## config.mk

```make
export PLATFORM = sky130hd
export DESIGN_NAME = bba_ram
export DESIGN_NICKNAME = d
export VERILOG_FILES = /design/src/rtl/bba_ram.sv
export SDC_FILE = /design/constraint.sdc
export NUM_CORES = 2
export LEC_CHECK = 0
export ABC_AREA = 1
export BUFFER_PORTS_ARGS = -buffer_cell sky130_fd_sc_hd__buf_4
export CAP_MARGIN = 25
export CORE_ASPECT_RATIO = 1.75
export CORE_MARGIN = 2
export CORE_UTILIZATION = 40
export DETAILED_ROUTE_END_ITERATION = 6
export GPL_ROUTABILITY_DRIVEN = 0
export PLACE_DENSITY_LB_ADDON = 0.2
export SLEW_MARGIN = 25
export SYNTH_ARGS = -nofsm -noshare
export SYNTH_HDL_FRONTEND = slang
export SYNTH_SLANG_ARGS = --single-unit
```

## constraint.sdc

```tcl
create_clock -name aclk -period 3.39 [get_ports aclk]
set_input_delay 0.339 -clock aclk [delete_from_list [all_inputs] [get_ports aclk]]
set_output_delay 0.339 -clock aclk [all_outputs]
set_load 0.005 [all_outputs]
```

## src/rtl/bba_ram.sv

```systemverilog
// ----------------------------------------------------------------------------
// bba_ram
// Simple dual-port RAM: one write port, one read port, registered read data.
// ----------------------------------------------------------------------------
module bba_ram #(
    parameter int WIDTH = 32,
    parameter int DEPTH = 128,
    parameter int ADDR_W = (DEPTH > 1) ? $clog2(DEPTH) : 1
) (
    input  logic              aclk,
    input  logic              wr_en,
    input  logic [ADDR_W-1:0] wr_addr,
    input  logic [WIDTH-1:0]  wr_data,
    input  logic [ADDR_W-1:0] rd_addr,
    output logic [WIDTH-1:0]  rd_data
);

    logic [WIDTH-1:0] mem_reg [DEPTH];
    logic [WIDTH-1:0] rd_data_reg;

    // write port
    always_ff @(posedge aclk) begin
        if (wr_en) begin
            mem_reg[wr_addr] <= wr_data;
        end
    end

    // registered read port
    always_ff @(posedge aclk) begin
        rd_data_reg <= mem_reg[rd_addr];
    end

    assign rd_data = rd_data_reg;

endmodule

```

==> reports/summary.log <==
INFO  place          hpwlAfterDp=319000um
INFO  cts            cts_tree=yes
INFO  worst_setup_path timing.critical_path.mode_cell=sky130_fd_sc_hd__nand3_1
INFO  detailed_routing detail_route.iter0.violations=11300
INFO  global_routing grt_start_max_net_pins=129
INFO  power_and_ir_drop power_density=564nW/um^2
INFO  power_and_ir_drop static-leakage-power=65.2nW
INFO  layout         nNetsFinal=13700
INFO  yosys          synth_nets=13400
INFO  cts            cts_htree_levels=5
INFO  yosys          yosysMostFrequentCell=sky130_fd_sc_hd__nand2_1
INFO  worst_setup_path critical_path.cell_chain=dlygate4sd3_1 > buf_8 > inv_8 > buf_12 > buf_4 > buf_4 > nand3_1 > nand3_1 > nand3_1 > nand3_1 > nand2_1
INFO  global_routing global_route.usage.total=25.5%
INFO  detailed_routing routed_wl_per_cell=27.9um
INFO  global_routing grt-ovfl-total=0
INFO  yosys          postSynthAreaPerCell=12.3um^2
INFO  yosys          synth_commonest_cells=sky130_fd_sc_hd__nand2_1, sky130_fd_sc_hd__edfxtp_1, sky130_fd_sc_hd__nand3_1, sky130_fd_sc_hd__buf_2, sky130_fd_sc_hd__nor2_1
INFO  cts            clock_latency_on_the_worst_skew_pair=0.98ns
INFO  worst_setup_path timing.critical_path.to_type=register
INFO  sta            final.hold.worst_slack=0.0310ns
INFO  die            initial_core_util=40.2%
INFO  sta            fin_worst_skew=0.0652ns
INFO  yosys          yosys.cell_types.count=15
INFO  yosys          synth_async_sr_flop_share=0%
INFO  yosys          mappedNetlistArea=165000um^2
INFO  sta            max-slew-margin-rel=25.0%
INFO  cts            cts_resized=0
INFO  layout         final_layout_size_suffix_gt1_share=10.0%
INFO  place          port_buffers=79
INFO  sta            max_freq=353MHz
INFO  sta            tightest_slew=1.12ns
INFO  yosys          yosys.area.top_type_share=74.7%
INFO  die            die_w=489um
INFO  worst_setup_path critPathSlowestCell=sky130_fd_sc_hd__nand3_1
INFO  detailed_routing post-route-drc-count=0
INFO  die            top_level_ports=80
INFO  worst_setup_path timing.critical_path.max_delay_family=buffers and inverters
INFO  status         outcome=finished, final reports clean
INFO  die            die-height=853um
INFO  global_routing grt_pass1_vias=105000
INFO  worst_setup_path critPathMaxStageDelay=0.64ns
INFO  yosys          ys.flop_type=sky130_fd_sc_hd__edfxtp_1
INFO  worst_hold_path holdCritPathClass=in -> reg
INFO  yosys          synth-edff-count=4096
INFO  layout         area_growth_syn_to_layout=14.7%
INFO  yosys          synth_largest_area_cell=sky130_fd_sc_hd__edfxtp_1
INFO  detailed_routing routed_wire_length=543000um
INFO  sta            report.final.slew_viol_count=0
INFO  yosys          yosys_register_bits=4128
INFO  sta            finalCritPeriodShare=83.6%
INFO  worst_setup_path critical_path_buf_inv_count=6
INFO  die            area_of_the_die=417000um^2
INFO  detailed_routing postRouteAntennaNets=0
INFO  cts            total_number_of_clock_tree_sinks=4128
INFO  sta            timing_hold_violations_final=0
INFO  power_and_ir_drop totalPowerFinal=107mW
INFO  sta            timing.final.ws_setup=0.555ns
INFO  layout         largest_register_ffs=4096
INFO  yosys          synth_seq_area_share=75.1%
INFO  worst_setup_path critPathKind=in -> reg
INFO  cts            clock_tree.root_cell=sky130_fd_sc_hd__clkbuf_16
INFO  yosys          number_of_synthesis_warnings=0
INFO  yosys          synth_cells=13400
INFO  sta            finalSetupViolations=0
INFO  die            placementRows=311
INFO  worst_setup_path setup.worst_path.start_class=primary input
INFO  sta            grt_setup_unrepaired=false
INFO  detailed_routing vias=109000
INFO  place          dp_cells=18700
INFO  cts            numCtsBuffers=374
INFO  sta            shortest_clock_period_the_worst_path_allows_after_layout=2.84ns
INFO  cts            cts-root-to-sink-buffers=4
INFO  power_and_ir_drop vdd_drop_max=439uV
INFO  worst_setup_path worst-endpoint-arrival=3.69ns
INFO  worst_setup_path crit_required=4.24ns
INFO  detailed_routing drt_pass1_iterations=6
INFO  global_routing grt_first_pass_wirelength=770000um
INFO  flow_run       maxCapViolCount=0
INFO  layout         instances_no_fill=19400
INFO  cts            clock_transition_at_the_register_clock_pins_on_the_worst_setup_and_hold_paths_after_cts=0.07ns
INFO  place          setup_ws_pre_cts=-0.350ns
INFO  detailed_routing via_density_per_instance=5.61
INFO  global_routing antenna_violations_before_repair=31
INFO  die            core_box_area=410000um^2
INFO  worst_setup_path crit_path_max_fanout=31
INFO  yosys          post_synth_main_area_contributors=sky130_fd_sc_hd__edfxtp_1, sky130_fd_sc_hd__nand3_1, sky130_fd_sc_hd__nand2_1
-- what timing repair did --
| item | in CTS | in global routing |
|---|---|---|
| buffers inserted | 0 | 0 |
| hold buffers | 31 | 0 |
| endpoints found under the hold margin | 766 | 0 |
-- power breakdown --
group / switching, mW / internal, mW
sequential: 0.228 / 56.3
clock: 19.0 / 23.6
combinational: 5.41 / 1.95
-- kinds of logic (layout without fill, tap and decap cells) --
logic type	count (synthesis)	after routing	synth area share (%)
flops	4128	4128	75.1
simple gates	8328	8328	22.1
other cells	0	17	0
buf+inv	933	1467	2.84
-- worst paths after layout --
check	startpoint	endpoint	slack, ns	cells past startpoint
max	rd_addr[3]	rd_data[30]	0.55	11
min	wr_data[14]	mem_reg[70][14]	0.03	2
max reg2reg	mem_reg[97][10]	rd_data[10]	0.90	8
min reg2reg	mem_reg[74][29]	rd_data[29]	0.85	8
-- area by class of cell --
type | instances | area, um^2
Antenna cell | 17 | 42.5
Timing Repair Buffer | 766 | 8930
Fill cell | 36400 | 221000
Clock inverter | 215 | 1940
Inverter | 24 | 143
Tap cell | 5477 | 6850
Multi-Input combinational cell | 8328 | 37300
Clock buffer | 462 | 10000
Sequential cell | 4128 | 124000
-- routing by layer --
metal,track usage (%),vias up,share of wire [%]
met5,0,-,0.011
met4,13.3,10,5.7
met3,2.94,953,6.1
met2,44.1,4110,50
met1,31.4,55500,38
li1,-,48400,-
-- metrics by stage --
stage,instance area (um^2),util [%],TNS (ns)
final,189000,46.1,0
after CTS,189000,46.1,0
after global routing,189000,46.1,0
after global placement,177000,43.1,-0.753
after detailed placement,177000,43.1,-0.800
after floorplan,165000,-,0
-- placed cells by master, fill, tap and decap left out, types with 2 or more instances in the layout --
cell	instances
sky130_fd_sc_hd__nand2_1	4143
sky130_fd_sc_hd__edfxtp_1	4096
sky130_fd_sc_hd__nand3_1	4035
sky130_fd_sc_hd__buf_4	486
sky130_fd_sc_hd__clkbuf_16	383
sky130_fd_sc_hd__buf_12	244
sky130_fd_sc_hd__nor2_4	128
sky130_fd_sc_hd__clkinv_1	92
sky130_fd_sc_hd__clkbuf_1	67
sky130_fd_sc_hd__clkinv_2	64
sky130_fd_sc_hd__bufinv_16	35
sky130_fd_sc_hd__dfxtp_1	32
sky130_fd_sc_hd__dlygate4sd3_1	31
sky130_fd_sc_hd__inv_1	18
sky130_fd_sc_hd__diode_2	17
sky130_fd_sc_hd__clkbuf_8	12
sky130_fd_sc_hd__inv_6	11
sky130_fd_sc_hd__nor3_1	8
sky130_fd_sc_hd__nand2_2	8
sky130_fd_sc_hd__clkinvlp_4	7
sky130_fd_sc_hd__nor2_1	6
sky130_fd_sc_hd__clkinv_4	4
sky130_fd_sc_hd__inv_16	3
sky130_fd_sc_hd__buf_8	3
sky130_fd_sc_hd__inv_8	2
sky130_fd_sc_hd__clkinv_8	2
(Power assumes the default switching activity.)
